File: config.mk
export PLATFORM = sky130hd
export DESIGN_NAME = ppdf_queue
export DESIGN_NICKNAME = d
export VERILOG_FILES = /design/src/ppdf_pkg.sv /design/src/ppdf_queue.sv
export SDC_FILE = /design/constraint.sdc
export NUM_CORES = 1
export LEC_CHECK = 0
export BUFFER_PORTS_ARGS = -buffer_cell sky130_fd_sc_hd__buf_2
export CORE_UTILIZATION = 34
export DETAILED_ROUTE_END_ITERATION = 10
export PLACE_DENSITY = 0.58
export RECOVER_POWER = 25
export SLEW_MARGIN = 25
export SYNTH_ARGS = -nofsm -noshare
export SYNTH_HDL_FRONTEND = slang
export SYNTH_SLANG_ARGS = --single-unit
File: constraint.sdc
create_clock -name clk -period 4.9 [get_ports clk]
set_input_delay 1.225 -clock clk [delete_from_list [all_inputs] [get_ports clk]]
set_output_delay 1.225 -clock clk [all_outputs]
set_load 0.005 [all_outputs]
File: src/ppdf_pkg.sv
`default_nettype none

package ppdf_pkg;

  localparam int BUFFER_SAMPLES = 512;
  localparam int HALF_AW = $clog2(BUFFER_SAMPLES);
  localparam int ADDR_W = HALF_AW + 1;
  localparam int STORE_DEPTH = 2 * BUFFER_SAMPLES;
  localparam int COUNT_W = $clog2(BUFFER_SAMPLES + 1);

  localparam int SAMPLE_W = 16;
  localparam int DAC_W = 10;
  localparam int FILL_W = 10;
  localparam int PERIOD_W = 32;
  localparam int DAC_SHIFT = 6;
  localparam logic [DAC_W-1:0] DAC_MID = DAC_W'(512);

  localparam int QUEUE_DEPTH = 4;
  localparam int QUEUE_AW = $clog2(QUEUE_DEPTH);
  localparam int QUEUE_CW = $clog2(QUEUE_DEPTH + 1);

  localparam int OB_DEPTH = 4;
  localparam int OB_AW = $clog2(OB_DEPTH);
  localparam int OB_CW = $clog2(OB_DEPTH + 1);
  localparam int OB_LIMIT = OB_DEPTH - 1;

  typedef enum logic [1:0] {
    ACT_LOAD   = 2'd0,
    ACT_COMMIT = 2'd1,
    ACT_TICK   = 2'd2,
    ACT_NOP    = 2'd3
  } action_t;

  typedef enum logic [1:0] {
    STATUS_OK        = 2'd0,
    STATUS_NOT_READY = 2'd1,
    STATUS_EMPTY     = 2'd2,
    STATUS_OVERFLOW  = 2'd3
  } status_t;

  typedef enum logic [1:0] {
    MEM_NONE  = 2'd0,
    MEM_WRITE = 2'd1,
    MEM_READ  = 2'd2
  } mem_op_t;

  typedef struct packed {
    mem_op_t             op;
    logic [ADDR_W-1:0]   addr;
    logic [SAMPLE_W-1:0] sample;
    logic                updated;
    logic                buffer_request;
    logic                pulse;
    status_t             status;
    logic [FILL_W-1:0]   back_fill;
  } cmd_t;

  typedef struct packed {
    logic [DAC_W-1:0]  dac_value;
    logic              dac_updated;
    logic              buffer_request;
    logic              callback_pulse;
    status_t           status;
    logic [FILL_W-1:0] back_fill;
  } result_t;

endpackage

`default_nettype wire

File: src/ppdf_queue.sv
`default_nettype none

module ppdf_queue (
  input  wire logic         clk,
  input  wire logic         rst,
  input  wire logic         push_valid,
  output logic              push_ready,
  input  wire ppdf_pkg::cmd_t push_cmd,
  output logic              pop_valid,
  input  wire logic         pop_ready,
  output ppdf_pkg::cmd_t    pop_cmd
);

  ppdf_pkg::cmd_t                 entries [ppdf_pkg::QUEUE_DEPTH];
  logic [ppdf_pkg::QUEUE_AW-1:0]  wr_ptr;
  logic [ppdf_pkg::QUEUE_AW-1:0]  rd_ptr;
  logic [ppdf_pkg::QUEUE_CW-1:0]  count;
  logic                           do_push;
  logic                           do_pop;

  assign push_ready = count != ppdf_pkg::QUEUE_CW'(ppdf_pkg::QUEUE_DEPTH);
  assign pop_valid  = count != '0;
  assign pop_cmd    = entries[rd_ptr];
  assign do_push    = push_valid && push_ready;
  assign do_pop     = pop_valid && pop_ready;

  always_ff @(posedge clk) begin
    if (do_push) begin
      entries[wr_ptr] <= push_cmd;
    end
  end

  always_ff @(posedge clk) begin
    if (rst) begin
      wr_ptr <= '0;
      rd_ptr <= '0;
      count  <= '0;
    end else begin
      if (do_push) begin
        wr_ptr <= wr_ptr + ppdf_pkg::QUEUE_AW'(1);
      end
      if (do_pop) begin
        rd_ptr <= rd_ptr + ppdf_pkg::QUEUE_AW'(1);
      end
      if (do_push && !do_pop) begin
        count <= count + ppdf_pkg::QUEUE_CW'(1);
      end else if (do_pop && !do_push) begin
        count <= count - ppdf_pkg::QUEUE_CW'(1);
      end
    end
  end

endmodule

`default_nettype wire

==> results.yml <==
run_status:
  status: "completed"
yosys:
  syn_inst: 273
  ys_seq_area_share_pct: 79.5
  yosysWarnings: 0
  ys_seq_elements: 181
  synth_area_um2: 6730
  synthDistinctLibCells: 24
  avgSynthCellArea_um2: 24.6
  synth_nets: 326
routing:
  detail_route.vias_per_cell: 4.60
  post_drt_wl_per_cell_um: 18.3
  drc: 0
  drt_iter0_markers: 184
  detail_route.first_pass.iterations: 4
  vias: 3016
  drt-total-wl_um: 12000
  antenna_left: 0
clocking:
  clkTransAtPathRegs_ns: 0.07
  worstSkewPairLatency_ns: 0.42
  cts.sinks: 181
  cts_resized: 0
  htreeDepth: 4
  root_buffer: "clkbuf_16"
  cts_tree: "built"
  post_cts_buffers: 0
  cts_buffer_depth: 2
  cts-buffers-inserted: 17
  cts_hold_buf: 0
timing:
  finalHoldViolations: 0
  period_minus_slack_ns: 3.46
  slew_viol_final: 0
  tightest_slew_ns: 0.886
  setup_viol: 0
  grt_setup_unrepaired: "false"
  holdWs_ns: 0.528
  skew_ns: 0.00459
  period_share_pct: 70.6
  finalSetupTns_ns: 0
  setup_ws_ns: 1.44
  slew_headroom_pct: 40.9
  max_freq_mhz: 289
cells_and_area:
  nets: 430
  layout_common_cells: "edfxtp_1 (172), buf_2 (63), mux4_2 (40)"
  stdcell_area_um2: 8030
  syn2layout_area_growth_pct: 19.4
  final_util_pct: 41.4
  drive_above_1_share_pct: 37.9
  final_common_cell: "edfxtp_1"
  layoutNonFillerInstCount: 656
worst_setup_path:
  path_buf_inv: 1
  slowest_delay_ns: 0.94
  crit_type: "flop to output pin"
  cp-start-kind: "flop"
  endpoint_kind: "output pin"
  critPathTopFamily: "flip-flops"
  cp.arrival_ns: 2.23
  cp.required_ns: 3.67
  critPathMaxFanout: 43
  cp_slowest_cell: "dfxtp_4"
  cp_cell_sequence: "mux4_1, buf_2"
grt:
  grt_pass1_vias: 3171
  antenna_found_initial: 2
  grt_max_degree: 44
  gr-total-overflow: 0
  grt_pass1_wl_um: 18000
  grtUsageTotal_pct: 12.6
place:
  place_congestion: 0.701
  dp_hpwl_um: 7540
  place_ws_ns: 1.73
  post_dp_cell_area_um2: 7440
  numPlacedInstances: 623
  port_buffers: 91
min_path:
  worstHoldPathType: "flop to flop"
power_and_ir_drop:
  ir_drop_uv: 253
  power_density_nw_per_um2: 524
  total_power_mw: 4.21
  internal-power_mw: 3.14
  pwr-share-comb_pct: 18.2
  netSwitchingFraction_pct: 25.4
  pwr-share-clk_pct: 33.3
  switching_power_mw: 1.07
  p_leak_nw: 2.64
  pwr-share-seq_pct: 48.5
die:
  initial_core_util_pct: 34.7
  pin_count: 92
  die_h_um: 143
  core_um2: 19400
  die-area_um2: 20300
  fp.dieW_um: 143
  placementRows: 51
flow_run:
  cap_violations: 0
-- metal layers --
layer / global-route usage, % / up-vias / part of all wire (%)
met3: 5.23 / 16 / 6.2
li1: - / 1351 / -
met2: 20.4 / 74 / 50
met4: 4.36 / 2 / 1.1
met5: 0 / - / 0.11
met1: 15.1 / 1573 / 42
-- power groups by stage --
stage	combinational, mW	sequential, mW	clock (mW)
CTS	0.792	2.05	1.44
detailed placement	0.788	2.09	0
floorplan	0.625	1.95	0
global placement	0.780	2.08	0
global route	0.828	2.07	1.49
finish	0.764	2.04	1.40
-- cell type report --
class                      instances  area (um2)
timing repair buffer              96         458
sequential                       181        5350
clock inverter                    15         194
tap                              265         332
inverter                           3        11.3
antenna                            1        2.50
fill                            1756       11400
multi-input combinational         78        1250
clock buffer                      17         425
-- cell usage after synthesis --
| library cell | instances | area, um2 |
|---|---|---|
| a21boi_2 | 1 | 11.3 |
| a21oi_1 | 1 | 5.00 |
| and2_1 | 4 | 25.0 |
| buf_12 | 4 | 80.1 |
| buf_2 | 4 | 20.0 |
| buf_6 | 1 | 11.3 |
| clkbuf_1 | 2 | 7.51 |
| dfxtp_1 | 9 | 180 |
| edfxtp_1 | 172 | 5160 |
| fa_1 | 1 | 20.0 |
| ha_1 | 5 | 62.6 |
| inv_1 | 3 | 11.3 |
| mux2_2 | 1 | 11.3 |
| mux2i_1 | 2 | 20.0 |
| mux4_1 | 3 | 78.8 |
| mux4_2 | 40 | 901 |
| nand2_1 | 1 | 3.75 |
| nand2b_1 | 2 | 12.5 |
| nor2_1 | 8 | 30.0 |
| o21ai_0 | 1 | 5.00 |
| o311ai_0 | 1 | 8.76 |
| o31ai_1 | 1 | 7.51 |
| or3_1 | 2 | 12.5 |
| xor2_1 | 4 | 35.0 |
-- worst paths after layout --
| kind | from | to | slack [ns] | cells after the start |
|---|---|---|---|---|
| worst max-delay path | flop | pop_cmd[38] | 1.44 | 2 |
| worst min-delay path | rd_ptr[0]$_SDFFE_PP0P_ | rd_ptr[0]$_SDFFE_PP0P_ | 0.53 | 2 |
| worst max register to register | count[0]$_SDFFE_PP0P_ | entries[1][42]$_DFFE_PP_ | 2.55 | 4 |
| worst min register to register | rd_ptr[0]$_SDFFE_PP0P_ | rd_ptr[0]$_SDFFE_PP0P_ | 0.53 | 2 |
-- registers in the layout (all words and copies together), names as in the netlist, named ones only --
register and count:
entries 172, wr_ptr 2, count 3, rd_ptr 2
-- cells by family (layout without fill, tap and decap cells) --
group | count (synthesis) | after routing | synth area share (%)
flops | 181 | 181 | 79.5
mux | 46 | 46 | 15.0
simple gates | 17 | 17 | 1.25
buf+inv | 14 | 131 | 1.93
fa+ha+maj | 6 | 6 | 1.23
compound gates | 5 | 5 | 0.558
xor+xnor | 4 | 4 | 0.521
other cells | 0 | 1 | 0
-- tightest hold or removal path, delay by kind of cell (launching register included) --
kind | cells | cell delay (ns)
flip-flops | 1 | 0.34
XOR/XNOR | 1 | 0.08
AND/OR/NAND/NOR | 1 | 0.07
(Power assumes the default switching activity.)
