### config.mk
export PLATFORM = sky130hd
export DESIGN_NAME = ppdf_front
export DESIGN_NICKNAME = d
export VERILOG_FILES = /design/src/ppdf_pkg.sv /design/src/ppdf_front.sv
export SDC_FILE = /design/constraint.sdc
export NUM_CORES = 1
export LEC_CHECK = 0
export ABC_AREA = 1
export BUFFER_PORTS_ARGS = -buffer_cell sky130_fd_sc_hd__buf_2
export CELL_PAD_IN_SITES_DETAIL_PLACEMENT = 1
export CELL_PAD_IN_SITES_GLOBAL_PLACEMENT = 2
export CORE_MARGIN = 2
export CORE_UTILIZATION = 32
export CTS_BUF_LIST = sky130_fd_sc_hd__clkbuf_4
export DETAILED_ROUTE_END_ITERATION = 16
export PLACE_DENSITY_LB_ADDON = 0.1
export REMOVE_ABC_BUFFERS = 1
export SYNTH_ARGS = -nofsm -noshare
export SYNTH_HDL_FRONTEND = slang
export SYNTH_SLANG_ARGS = --single-unit
### constraint.sdc
create_clock -name clk -period 3.36 [get_ports clk]
set_clock_uncertainty 0.15 [all_clocks]
set_input_delay 0.336 -clock clk [delete_from_list [all_inputs] [get_ports clk]]
set_output_delay 0.336 -clock clk [all_outputs]
set_load 0.01 [all_outputs]
### src/ppdf_pkg.sv
`default_nettype none

package ppdf_pkg;

  localparam int BUFFER_SAMPLES = 512;
  localparam int HALF_AW = $clog2(BUFFER_SAMPLES);
  localparam int ADDR_W = HALF_AW + 1;
  localparam int STORE_DEPTH = 2 * BUFFER_SAMPLES;
  localparam int COUNT_W = $clog2(BUFFER_SAMPLES + 1);

  localparam int SAMPLE_W = 16;
  localparam int DAC_W = 10;
  localparam int FILL_W = 10;
  localparam int PERIOD_W = 32;
  localparam int DAC_SHIFT = 6;
  localparam logic [DAC_W-1:0] DAC_MID = DAC_W'(512);

  localparam int QUEUE_DEPTH = 4;
  localparam int QUEUE_AW = $clog2(QUEUE_DEPTH);
  localparam int QUEUE_CW = $clog2(QUEUE_DEPTH + 1);

  localparam int OB_DEPTH = 4;
  localparam int OB_AW = $clog2(OB_DEPTH);
  localparam int OB_CW = $clog2(OB_DEPTH + 1);
  localparam int OB_LIMIT = OB_DEPTH - 1;

  typedef enum logic [1:0] {
    ACT_LOAD   = 2'd0,
    ACT_COMMIT = 2'd1,
    ACT_TICK   = 2'd2,
    ACT_NOP    = 2'd3
  } action_t;

  typedef enum logic [1:0] {
    STATUS_OK        = 2'd0,
    STATUS_NOT_READY = 2'd1,
    STATUS_EMPTY     = 2'd2,
    STATUS_OVERFLOW  = 2'd3
  } status_t;

  typedef enum logic [1:0] {
    MEM_NONE  = 2'd0,
    MEM_WRITE = 2'd1,
    MEM_READ  = 2'd2
  } mem_op_t;

  typedef struct packed {
    mem_op_t             op;
    logic [ADDR_W-1:0]   addr;
    logic [SAMPLE_W-1:0] sample;
    logic                updated;
    logic                buffer_request;
    logic                pulse;
    status_t             status;
    logic [FILL_W-1:0]   back_fill;
  } cmd_t;

  typedef struct packed {
    logic [DAC_W-1:0]  dac_value;
    logic              dac_updated;
    logic              buffer_request;
    logic              callback_pulse;
    status_t           status;
    logic [FILL_W-1:0] back_fill;
  } result_t;

endpackage

`default_nettype wire

### src/ppdf_front.sv
`default_nettype none

module ppdf_front (
  input  wire logic                             clk,
  input  wire logic                             rst,
  input  wire logic                             in_valid,
  output logic                                  in_ready,
  input  wire logic [1:0]                       action,
  input  wire logic [ppdf_pkg::SAMPLE_W-1:0]    sample,
  input  wire logic                             cfg_we,
  input  wire logic [ppdf_pkg::PERIOD_W-1:0]    cfg_wdata,
  output logic                                  push_valid,
  input  wire logic                             push_ready,
  output ppdf_pkg::cmd_t                        push_cmd
);

  logic                             front_select, front_select_next;
  logic [ppdf_pkg::COUNT_W-1:0]     front_length, front_length_next;
  logic [ppdf_pkg::COUNT_W-1:0]     play_position, play_position_next;
  logic [ppdf_pkg::COUNT_W-1:0]     back_count, back_count_next;
  logic                             swap_pending, swap_pending_next;
  logic [ppdf_pkg::PERIOD_W-1:0]    countdown, countdown_next;
  logic [ppdf_pkg::PERIOD_W-1:0]    period;
  logic [ppdf_pkg::PERIOD_W-1:0]    countdown_dec;
  logic                             accept;

  assign in_ready   = push_ready;
  assign push_valid = in_valid;
  assign accept     = in_valid && push_ready;
  assign countdown_dec = countdown - ppdf_pkg::PERIOD_W'(1);

  always_comb begin
    front_select_next  = front_select;
    front_length_next  = front_length;
    play_position_next = play_position;
    back_count_next    = back_count;
    swap_pending_next  = swap_pending;
    countdown_next     = countdown;
    push_cmd           = '0;
    push_cmd.op        = ppdf_pkg::MEM_NONE;
    push_cmd.status    = ppdf_pkg::STATUS_OK;
    push_cmd.sample    = sample;
    unique case (ppdf_pkg::action_t'(action))
      ppdf_pkg::ACT_LOAD: begin
        if (back_count >= ppdf_pkg::COUNT_W'(ppdf_pkg::BUFFER_SAMPLES)) begin
          push_cmd.status = ppdf_pkg::STATUS_OVERFLOW;
        end else begin
          push_cmd.op     = ppdf_pkg::MEM_WRITE;
          push_cmd.addr   = {~front_select, back_count[ppdf_pkg::HALF_AW-1:0]};
          back_count_next = back_count + ppdf_pkg::COUNT_W'(1);
        end
      end
      ppdf_pkg::ACT_COMMIT: begin
        if (back_count == '0) begin
          push_cmd.status = ppdf_pkg::STATUS_EMPTY;
        end else if (!swap_pending) begin
          push_cmd.status = ppdf_pkg::STATUS_NOT_READY;
        end else begin
          front_select_next  = ~front_select;
          front_length_next  = back_count;
          back_count_next    = '0;
          play_position_next = '0;
          swap_pending_next  = 1'b0;
        end
      end
      ppdf_pkg::ACT_TICK: begin
        if (!swap_pending) begin
          if (play_position < front_length) begin
            push_cmd.op      = ppdf_pkg::MEM_READ;
            push_cmd.addr    = {front_select, play_position[ppdf_pkg::HALF_AW-1:0]};
            push_cmd.updated = 1'b1;
          end
          play_position_next = play_position + ppdf_pkg::COUNT_W'(1);
          if (play_position_next >= front_length) begin
            swap_pending_next = 1'b1;
          end
          if (period != '0) begin
            if (countdown_dec == '0) begin
              push_cmd.pulse = 1'b1;
              countdown_next = period;
            end else begin
              countdown_next = countdown_dec;
            end
          end
        end
      end
      ppdf_pkg::ACT_NOP: begin
      end
      default: begin
      end
    endcase
    push_cmd.buffer_request = swap_pending_next;
    push_cmd.back_fill      = ppdf_pkg::FILL_W'(back_count_next);
  end

  always_ff @(posedge clk) begin
    if (rst) begin
      front_select  <= 1'b0;
      front_length  <= '0;
      play_position <= '0;
      back_count    <= '0;
      swap_pending  <= 1'b1;
      countdown     <= '0;
      period        <= '0;
    end else begin
      if (accept) begin
        front_select  <= front_select_next;
        front_length  <= front_length_next;
        play_position <= play_position_next;
        back_count    <= back_count_next;
        swap_pending  <= swap_pending_next;
        countdown     <= countdown_next;
      end
      if (cfg_we) begin
        period    <= cfg_wdata;
        countdown <= cfg_wdata;
      end
    end
  end

endmodule

`default_nettype wire

==> results of run 1 <==
==> synth_stat cells (all sizes together) (6+ instances only) <==
cell type | n | area share, %
a21oi | 138 | 12
buf | 35 | 4.0
clkbuf | 30 | 1.8
dfxtp | 96 | 28
ha | 29 | 5.2
inv | 123 | 6.6
nand2 | 302 | 17
nand3 | 34 | 2.5
nand3b | 6 | 0.65
nand4 | 50 | 4.5
nor2 | 117 | 7.5
nor3 | 13 | 1.0
nor4 | 10 | 0.99
o21ai | 81 | 5.8
==> sequential cells by signal (all words and copies together), names as in the netlist <==
name / count
countdown: 32
back_count: 10
period: 32
front_length: 10
front_select: 1
swap_pending: 1
play_position: 10
==> final timing paths <==
path	startpoint	end	slack, ns
worst min-delay path	push_ready	back_count[0]	0.21
worst max-delay path	play_position[1]	push_cmd[13]	-0.06
worst min register to register	front_length[6]	front_length[6]	0.33
worst max register to register	play_position[1]	swap_pending	0.63
==> final cells by class <==
cell class	instances	area share, %
timing repair buffer	132	11.4
clock buffer	9	0.826
clock inverter	7	0.857
inverter	123	5.68
sequential	96	23.8
antenna	2	0.0612
tap	275	4.21
multi-input combinational	810	53.2
==> power by group through the flow <==
stage / combinational (mW) / sequential [mW] / clock [mW]
2_1_floorplan: 0.515 / 1.27 / 0
4_1_cts: 0.837 / 1.28 / 0.724
5_1_grt: 0.983 / 1.29 / 0.767
3_3_place_gp: 0.797 / 1.30 / 0
3_5_place_dp: 0.801 / 1.30 / 0
6_report: 0.874 / 1.28 / 0.690
==> per-layer routing <==
metal,track usage [%],vias up,share of wire [%]
met4,5.79,0,1.3
li1,-,3760,-
met5,0,-,0
met2,42.6,113,51
met3,3.67,16,3.0
met1,28.7,3540,45
==> logic make-up after synthesis <==
kind of cell    Yosys count  synth area share [%]
fa+ha+maj                29                  5.22
simple gates            534                  34.2
buf+inv                 188                  12.4
flops                    96                  27.7
compound gates          240                  19.6
xor+xnor                  7                 0.882
==> worst register-to-register path, cell delays in order (launching register included) <==
cell and delay [ns]:
dfxtp_2 0.39, inv_2 0.06, nor3_4 0.19, nand3_2 0.12, nor2_4 0.14, nand3_2 0.09
xnor2_2 0.16, ha_1 0.35, a21oi_2 0.15, o21ai_1 0.07, a21oi_1 0.15, o2111ai_2 0.14
a31o_2 0.30, nand2_1 0.06, o211ai_1 0.08
==> repair_timing <==
action	in CTS	in global routing
hold buffers	32	0
setup endpoints to repair	2	16
gates resized for setup	11	62
endpoints found under the hold margin	62	0
pin swaps	2	19
setup buffers	6	8
==> reports/results.txt, run 1 <==
Initial antenna violation count -> 2
Cell Pwr Density -> 348 nW/µm²
Final setup viols -> 1
Synthesized area -> 6950 µm²
Post-Route Utilization -> 38.6%
CP top delay family -> compound AO/OA/AOI/OAI gates
Final worst-path setup slack -> -0.0611 ns
Top Ports -> 100
# H-tree levels -> 3
Netlist cell types -> 39
Final hold viol count -> 0
Status -> finished, violations left
Storage element area -> 1950 µm²
Proportion of layout cells with a drive suffix above 1 -> 19.4%
Max_cap viols -> 0
CP Class -> flip-flop to output port
Vias in the first global route -> 7,682
DRT antenna net count -> 0
Failing checks -> setup timing
Via Count -> 7,429
DPL Wire Length -> 18,900 µm
Root buffer cell -> clkbuf_4
Multi-input logic area -> 4350 µm²
Layout Cells excl Fill -> 1,454
RD Place Congestion -> 0.860
Slew HR -> 41.1%
Final worst-path cycle share -> 102%
Worst-path clk slew -> 0.17 ns
TritonRoute pass-1 iters -> 4
Slew Limit Fails -> 0
Post-route cell area -> 8180 µm²
Global Route Usage Sum -> 23.4%
Most common cell after layout, fill and taps aside -> nand2_1
Clock Sinks -> 96
RSZ-0062 raised after global routing -> yes
Maximum vdd drop -> 0.146 mV
Height of the die -> 151 µm
Worst path max stage delay -> 0.39 ns
# fillers -> 2,788
Prevailing post-synth register cell -> dfxtp_1
Drt wl/cell -> 17.8 µm
Crit-path max FO -> 4
Combinational fraction of design power -> 30.7%
Sequential area share after synthesis -> 27.7%
Sw Pwr -> 1.12 mW
Rows -> 53
Mapped Avg Cell Area -> 6.35 µm²
Pre-CTS WS -> 0.297 ns
Sw Ratio -> 39.4%
Worst Path Required -> 2.87 ns
Critical Path Sink Type -> output port
DIE AREA -> 22,900 µm²
Clk network pwr share -> 24.2%
Die outline width -> 151 µm
Hold path cells -> 5
Pleak -> 3.65 nW
Synth Instances -> 1,094
Crit-path cells -> inv_2 -> nor3_4 -> nand3_2 -> nor2_4 -> nand3_2 -> xnor2_2 -> ha_1 -> a21oi_2 -> o21ai_1 -> a21oi_1 -> o2111ai_2 -> a31o_2 -> buf_6
Most frequent CP cell -> nand3_2
Number of synthesized flops with an enable pin -> 0
Stages on the worst setup path -> 13
Worst-Margin Slew -> 0.883 ns
Clock buffer depth -> 2
Hold_ws -> 0.207 ns
Latest clock arrival within the worst-skew pair -> 0.52 ns
Placed cell count -> 1,390
Critical path data arrival time -> 2.94 ns
Async set or reset register ratio after synthesis -> 0%
CP max stage cell -> dfxtp_2
Initial Utilization -> 32.9%
CP Buf/Inv Count -> 2
Type of origin of the critical path -> flip-flop
CTS buffer count -> 9
Upper clock frequency limit -> 292 MHz
Worst Hold Class -> primary input to flip-flop
Routed WL -> 25,900 µm
Largest net degree at the start of global routing -> 65
Minimum clock period -> 3.42 ns
Flops & latches, synth -> 96
Synth warn -> 0
Pwr Total -> 2.85 mW
Core Box Area -> 21,200 µm²
Internal power -> 1.72 mW
Sequential power share -> 45.1%
Avg Vias per Cell -> 5.11
Nets -> 1,256
Setup TNS -> -0.0611 ns
Buffers on Ports -> 67
Remaining Overflow, GRT -> 0
Initial DRC Count -> 313
Most frequent cells in the layout -> nand2_1, inv_1, a21oi_1
Post-route DRC -> 0
DP Area -> 7390 µm²
CTS tree -> yes
Area Growth Syn to Fin -> 17.6%
R2R depth -> 14
First-pass GRT wire length -> 41,500 µm
(Power assumes the default switching activity.)
==> run 2: changes to the inputs <==
==> constraint.sdc (replaced) <==
create_clock -name clk -period 3.36 [get_ports clk]
set_clock_uncertainty 0.15 [all_clocks]
set_input_delay 0.168 -clock clk [delete_from_list [all_inputs] [get_ports clk]]
set_output_delay 0.168 -clock clk [all_outputs]
set_load 0.01 [all_outputs]
==> run 2 against run 1 <==
  * The flow now finishes without violations
  * Sequential cell count is the same
  * Sequential share of layout area grew 0.49 points
  * Clock-buffer cell count grew 1
  * Non-clock buffer count shrank 10
  * Clock power shrank 10%
  * Die area is the same
  * Cell count shrank 0.69%
  * Wire length shrank 1.3%
  * Design area shrank 2.8%
  * Critical path type unchanged
  * Critical endpoint unchanged
==> reports/results.txt, run 2 (synthesis gave the netlist of run 1 again) <==
Status -> complete, no violations
DIE AREA -> 22,900 µm²
# fillers -> 2,784
RD Place Congestion -> 0.834
Most frequent CP cell -> nand3_2
Height of the die -> 151 µm
Via Count -> 7,403
Setup TNS -> 0 ns
Final worst-path cycle share -> 95.4%
Most common cell after layout, fill and taps aside -> nand2_1
Proportion of layout cells with a drive suffix above 1 -> 16.0%
Avg Vias per Cell -> 5.13
Remaining Overflow, GRT -> 0
Multi-input logic area -> 4250 µm²
Combinational fraction of design power -> 30.5%
Crit-path cells -> inv_6 -> nor3_4 -> nand3_2 -> nor2_4 -> nand3_2 -> xnor2_2 -> ha_1 -> a21oi_2 -> o21ai_1 -> a21oi_1 -> o2111ai_2 -> a31o_2 -> buf_6
Maximum vdd drop -> 0.139 mV
Nets -> 1,246
TritonRoute pass-1 iters -> 4
Top Ports -> 100
Latest clock arrival within the worst-skew pair -> 0.51 ns
Crit-path max FO -> 3
Initial DRC Count -> 252
Core Box Area -> 21,200 µm²
CTS buffer count -> 9
Clock buffer depth -> 2
Rows -> 53
Internal power -> 1.63 mW
Worst path max stage delay -> 0.41 ns
CTS tree -> yes
Largest net degree at the start of global routing -> 65
RSZ-0062 raised after global routing -> yes
Storage element area -> 1930 µm²
Worst Path Required -> 3.04 ns
Clock Sinks -> 96
Initial antenna violation count -> 1
Sw Ratio -> 40.3%
Max_cap viols -> 0
Pwr Total -> 2.73 mW
Critical path data arrival time -> 2.89 ns
Global Route Usage Sum -> 22.7%
Pre-CTS WS -> 0.214 ns
Buffers on Ports -> 67
DRT antenna net count -> 0
Routed WL -> 25,500 µm
Worst-Margin Slew -> 0.802 ns
Largest registers -> countdown x32, period x32
Final worst-path setup slack -> 0.155 ns
Area Growth Syn to Fin -> 14.3%
Sequential power share -> 46.8%
Initial Utilization -> 32.9%
Sw Pwr -> 1.10 mW
Worst Hold Class -> primary input to flip-flop
Slew Limit Fails -> 0
# H-tree levels -> 3
DPL Wire Length -> 18,900 µm
CP Class -> flip-flop to output port
Upper clock frequency limit -> 312 MHz
CP max stage cell -> dfxtp_4
Cell Pwr Density -> 343 nW/µm²
Drt wl/cell -> 17.7 µm
Minimum clock period -> 3.21 ns
Vias in the first global route -> 7,511
Critical Path Sink Type -> output port
Post-route DRC -> 0
Worst-path clk slew -> 0.17 ns
Pleak -> 3.58 nW
Type of origin of the critical path -> flip-flop
Most frequent cells in the layout -> nand2_1, inv_1, a21oi_1
Clk network pwr share -> 22.7%
Slew HR -> 46.5%
First-pass GRT wire length -> 40,000 µm
Final hold viol count -> 0
Root buffer cell -> clkbuf_4
Die outline width -> 151 µm
Final setup viols -> 0
## run 2: changes by cell type in the layout (fill, tap and decap cells not counted), sizes merged
cell and delta:
clkbuf +1, buf -10, bufinv -1, clkinv +3, inv -1, clkinvlp -2
## run 2: per-stage QoR
step	util [%]	hold slack, ns	cell area, µm²	instances
2_1_floorplan	-	0.0871	6550	1029
3_3_place_gp	34.8	0.186	7360	1388
3_5_place_dp	34.8	0.186	7360	1388
4_1_cts	37.2	0.0112	7860	1438
5_1_grt	37.6	0.0807	7950	1444
6_report	37.6	0.0290	7950	1444
## run 2: metal layers
layer	wire length, µm	share of wire, %	GRT usage [%]
met5	0	0	0
met1	11600	46	27.8
met2	12800	50	41.8
met3	757	3.0	2.95
met4	325	1.3	5.61
## run 2: layout make-up
cell class                      instances  area share [%]
Multi-Input combinational cell        810            53.5
Sequential cell                        96            24.3
Timing Repair Buffer                  122            10.5
Inverter                              123            5.87
Tap cell                              275            4.33
Clock buffer                           10           0.945
Clock inverter                          6           0.441
Antenna cell                            2          0.0630
## run 2: power by group through the flow
stage,Sequential [mW],Combinational [mW],Clock [mW]
finish,1.28,0.831,0.620
floorplan,1.27,0.515,0
CTS,1.28,0.833,0.645
global placement,1.30,0.796,0
detailed placement,1.30,0.796,0
global route,1.29,0.936,0.681
## run 2: final timing paths
| check | from | endpoint | slack [ns] | cells past startpoint |
|---|---|---|---|---|
| hold reg to reg | front_length[5] | front_length[5] | 0.33 | 2 |
| setup reg to reg | countdown[2] | countdown[22] | 0.48 | 14 |
| setup / recovery | play_position[0] | push_cmd[13] | 0.15 | 13 |
| hold / removal | push_ready | back_count[8] | 0.03 | 4 |
## run 2: repair_timing
item                                    CTS  global route
gates resized for setup                  14            15
setup buffers                             2             4
endpoints found under the setup margin    2             2
hold endpoints to repair                 64             0
pin swaps                                 1             1
hold buffers                             32             0
## run 2: critical path, delay by kind of cell (launching register included)
kind                     cells  cell delay, ns
AND/OR/NAND/NOR              4            0.57
buffers and inverters        2            0.16
XOR/XNOR                     1            0.16
flip-flops                   1            0.41
adder cells (fa/ha/maj)      1            0.33
AO/OA/AOI/OAI                5            0.74
==> run 3: changes to the inputs <==
--- a/config.mk
+++ b/config.mk
@@ -6,13 +6,14 @@
 export NUM_CORES = 1
 export LEC_CHECK = 0
 export ABC_AREA = 1
-export BUFFER_PORTS_ARGS = -buffer_cell sky130_fd_sc_hd__buf_2
 export CELL_PAD_IN_SITES_DETAIL_PLACEMENT = 1
 export CELL_PAD_IN_SITES_GLOBAL_PLACEMENT = 2
 export CORE_MARGIN = 2
-export CORE_UTILIZATION = 32
+export CORE_UTILIZATION = 36
 export CTS_BUF_LIST = sky130_fd_sc_hd__clkbuf_4
+export CTS_CLUSTER_SIZE = 16
 export DETAILED_ROUTE_END_ITERATION = 16
+export DONT_BUFFER_PORTS = 1
 export PLACE_DENSITY_LB_ADDON = 0.1
 export REMOVE_ABC_BUFFERS = 1
 export SYNTH_ARGS = -nofsm -noshare
==> run 3 against run 2 <==
  * Cell count shrank 2.5%
  * Worst hold slack better by 0.017 ns
  * Global-route usage up 2.6 points
  * Wire length down 0.38%
  * Clock-buffer cell count is 1 lower
  * Critical path type unchanged
  * Largest power group unchanged
  * Highest routed layer unchanged
==> reports/results.txt, run 3 (synthesis gave the netlist of run 1 again) <==
Status -> complete, no violations
Slew Limit Fails -> 0
Post-route DRC -> 0
CP Buf/Inv Count -> 1
DPL Wire Length -> 18,200 µm
Top Ports -> 100
Upper clock frequency limit -> 317 MHz
Pleak -> 3.45 nW
DIE AREA -> 20,400 µm²
Most frequent cells in the layout -> nand2_1, inv_1, a21oi_1
Clock Sinks -> 96
Maximum vdd drop -> 0.178 mV
Critical path data arrival time -> 2.83 ns
Layout Cells excl Fill -> 1,408
Multi-input logic area -> 4240 µm²
Worst Path Required -> 3.04 ns
Via Count -> 7,343
Termination of the worst setup path -> push_cmd[13]
CTS buffer count -> 9
Minimum clock period -> 3.15 ns
Vias in the first global route -> 7,627
Final worst-path cycle share -> 93.8%
Largest registers -> countdown x32, period x32
Most frequent CP cell -> a21oi_1
Final setup viols -> 0
Crit-path cells -> inv_1 -> nor3_4 -> nand3_2 -> nor2_2 -> nand3_1 -> xnor2_2 -> ha_1 -> a21oi_1 -> o21ai_0 -> a21oi_1 -> o2111ai_1 -> a31o_2
RSZ-0062 raised after global routing -> no
CP Class -> flip-flop to output port
CTS tree -> yes
Worst-path clk slew -> 0.18 ns
TritonRoute pass-1 iters -> 5
Area Growth Syn to Fin -> 15.9%
Routed WL -> 25,400 µm
# fillers -> 2,511
FF-to-FF setup slack -> 0.48 ns
Max_cap viols -> 0
Slew HR -> 51.7%
Stages on the worst setup path -> 12
Remaining Overflow, GRT -> 0
Final hold viol count -> 0
Buffers on Ports -> 0
Core Box Area -> 18,800 µm²
Height of the die -> 143 µm
# H-tree levels -> 3
R2R Path End -> countdown[17]
Worst-Margin Slew -> 0.725 ns
Proportion of layout cells with a drive suffix above 1 -> 10.2%
Nets -> 1,226
Critical Path Sink Type -> output port
Initial DRC Count -> 298
Worst Hold Class -> primary input to flip-flop
RD Place Congestion -> 0.861
First-pass GRT wire length -> 40,400 µm
R2R depth -> 14
Drt wl/cell -> 18.1 µm
Largest net degree at the start of global routing -> 65
Global Route Usage Sum -> 25.3%
Worst R2R Start -> countdown[3]
Initial Utilization -> 36.9%
Avg Vias per Cell -> 5.22
Rows -> 50
Root buffer cell -> clkbuf_4
CP top delay family -> compound AO/OA/AOI/OAI gates
Cell Pwr Density -> 347 nW/µm²
Type of origin of the critical path -> flip-flop
Most common cell after layout, fill and taps aside -> nand2_1
CP max stage cell -> dfxtp_2
Latest clock arrival within the worst-skew pair -> 0.52 ns
Placed cell count -> 1,309
Setup TNS -> 0 ns
Setup crit start -> play_position[0]
Initial antenna violation count -> 1
Worst path max stage delay -> 0.38 ns
Storage element area -> 1920 µm²
Crit-path max FO -> 5
Die outline width -> 143 µm
Clock buffer depth -> 2
DRT antenna net count -> 0
## run 3: per-stage QoR
step | cell area [µm²] | hold WS (ns) | power, mW | util (%) | setup WS [ns]
6_report | 8060 | 0.0460 | 2.80 | 42.8 | 0.209
4_1_cts | 7970 | 0.0395 | 2.81 | 42.3 | 0.0357
3_3_place_gp | 7030 | 0.0938 | 2.02 | 37.3 | 0.407
2_1_floorplan | 6550 | 0.0871 | 1.79 | - | 0.374
5_1_grt | 8060 | 0.0822 | 2.98 | 42.8 | 0.00802
3_5_place_dp | 7030 | 0.108 | 2.03 | 37.3 | 0.342
## run 3: worst min path at each step
stage	slack, ns	start	depth (start not counted)	end
final	0.05	rst	2	swap_pending
after global routing	0.08	rst	3	front_length[7]
after CTS	0.04	rst	2	swap_pending
after detailed placement	0.11	rst	1	period[2]
after global placement	0.09	rst	1	front_length[6]
after floorplan	0.09	rst	1	front_length[5]
## run 3: routing by layer
layer	GRT usage [%]	share of wire, %	vias to the layer above
met4	4.27	0.86	0
met5	0	0	-
met1	29.9	44	3518
li1	-	-	3695
met3	5.00	3.9	17
met2	47.8	51	113
## run 3: power by group
group	leakage (nW)	internal [mW]	switching [mW]
clock network	0.0708	0.168	0.497
registers	0.791	1.20	0.0749
logic	2.59	0.292	0.561
## run 3: timing repair
action / 4_1_cts / 5_1_grt
setup endpoints to repair: 2 / 2
resized for setup: 2 / 14
hold buffers: 77 / 0
cloned: 0 / 1
buffers inserted: 0 / 4
hold endpoints to repair: 86 / 0
pin swaps: 0 / 2
## run 3: cell type report
type                       count  share of cell area, %
antenna                        1                 0.0311
clock buffer                   9                  0.839
clock inverter                 7                  0.761
inverter                     123                   5.73
multi-input combinational    811                   52.6
sequential                    96                   23.9
tap                          260                   4.04
timing repair buffer         101                   12.1
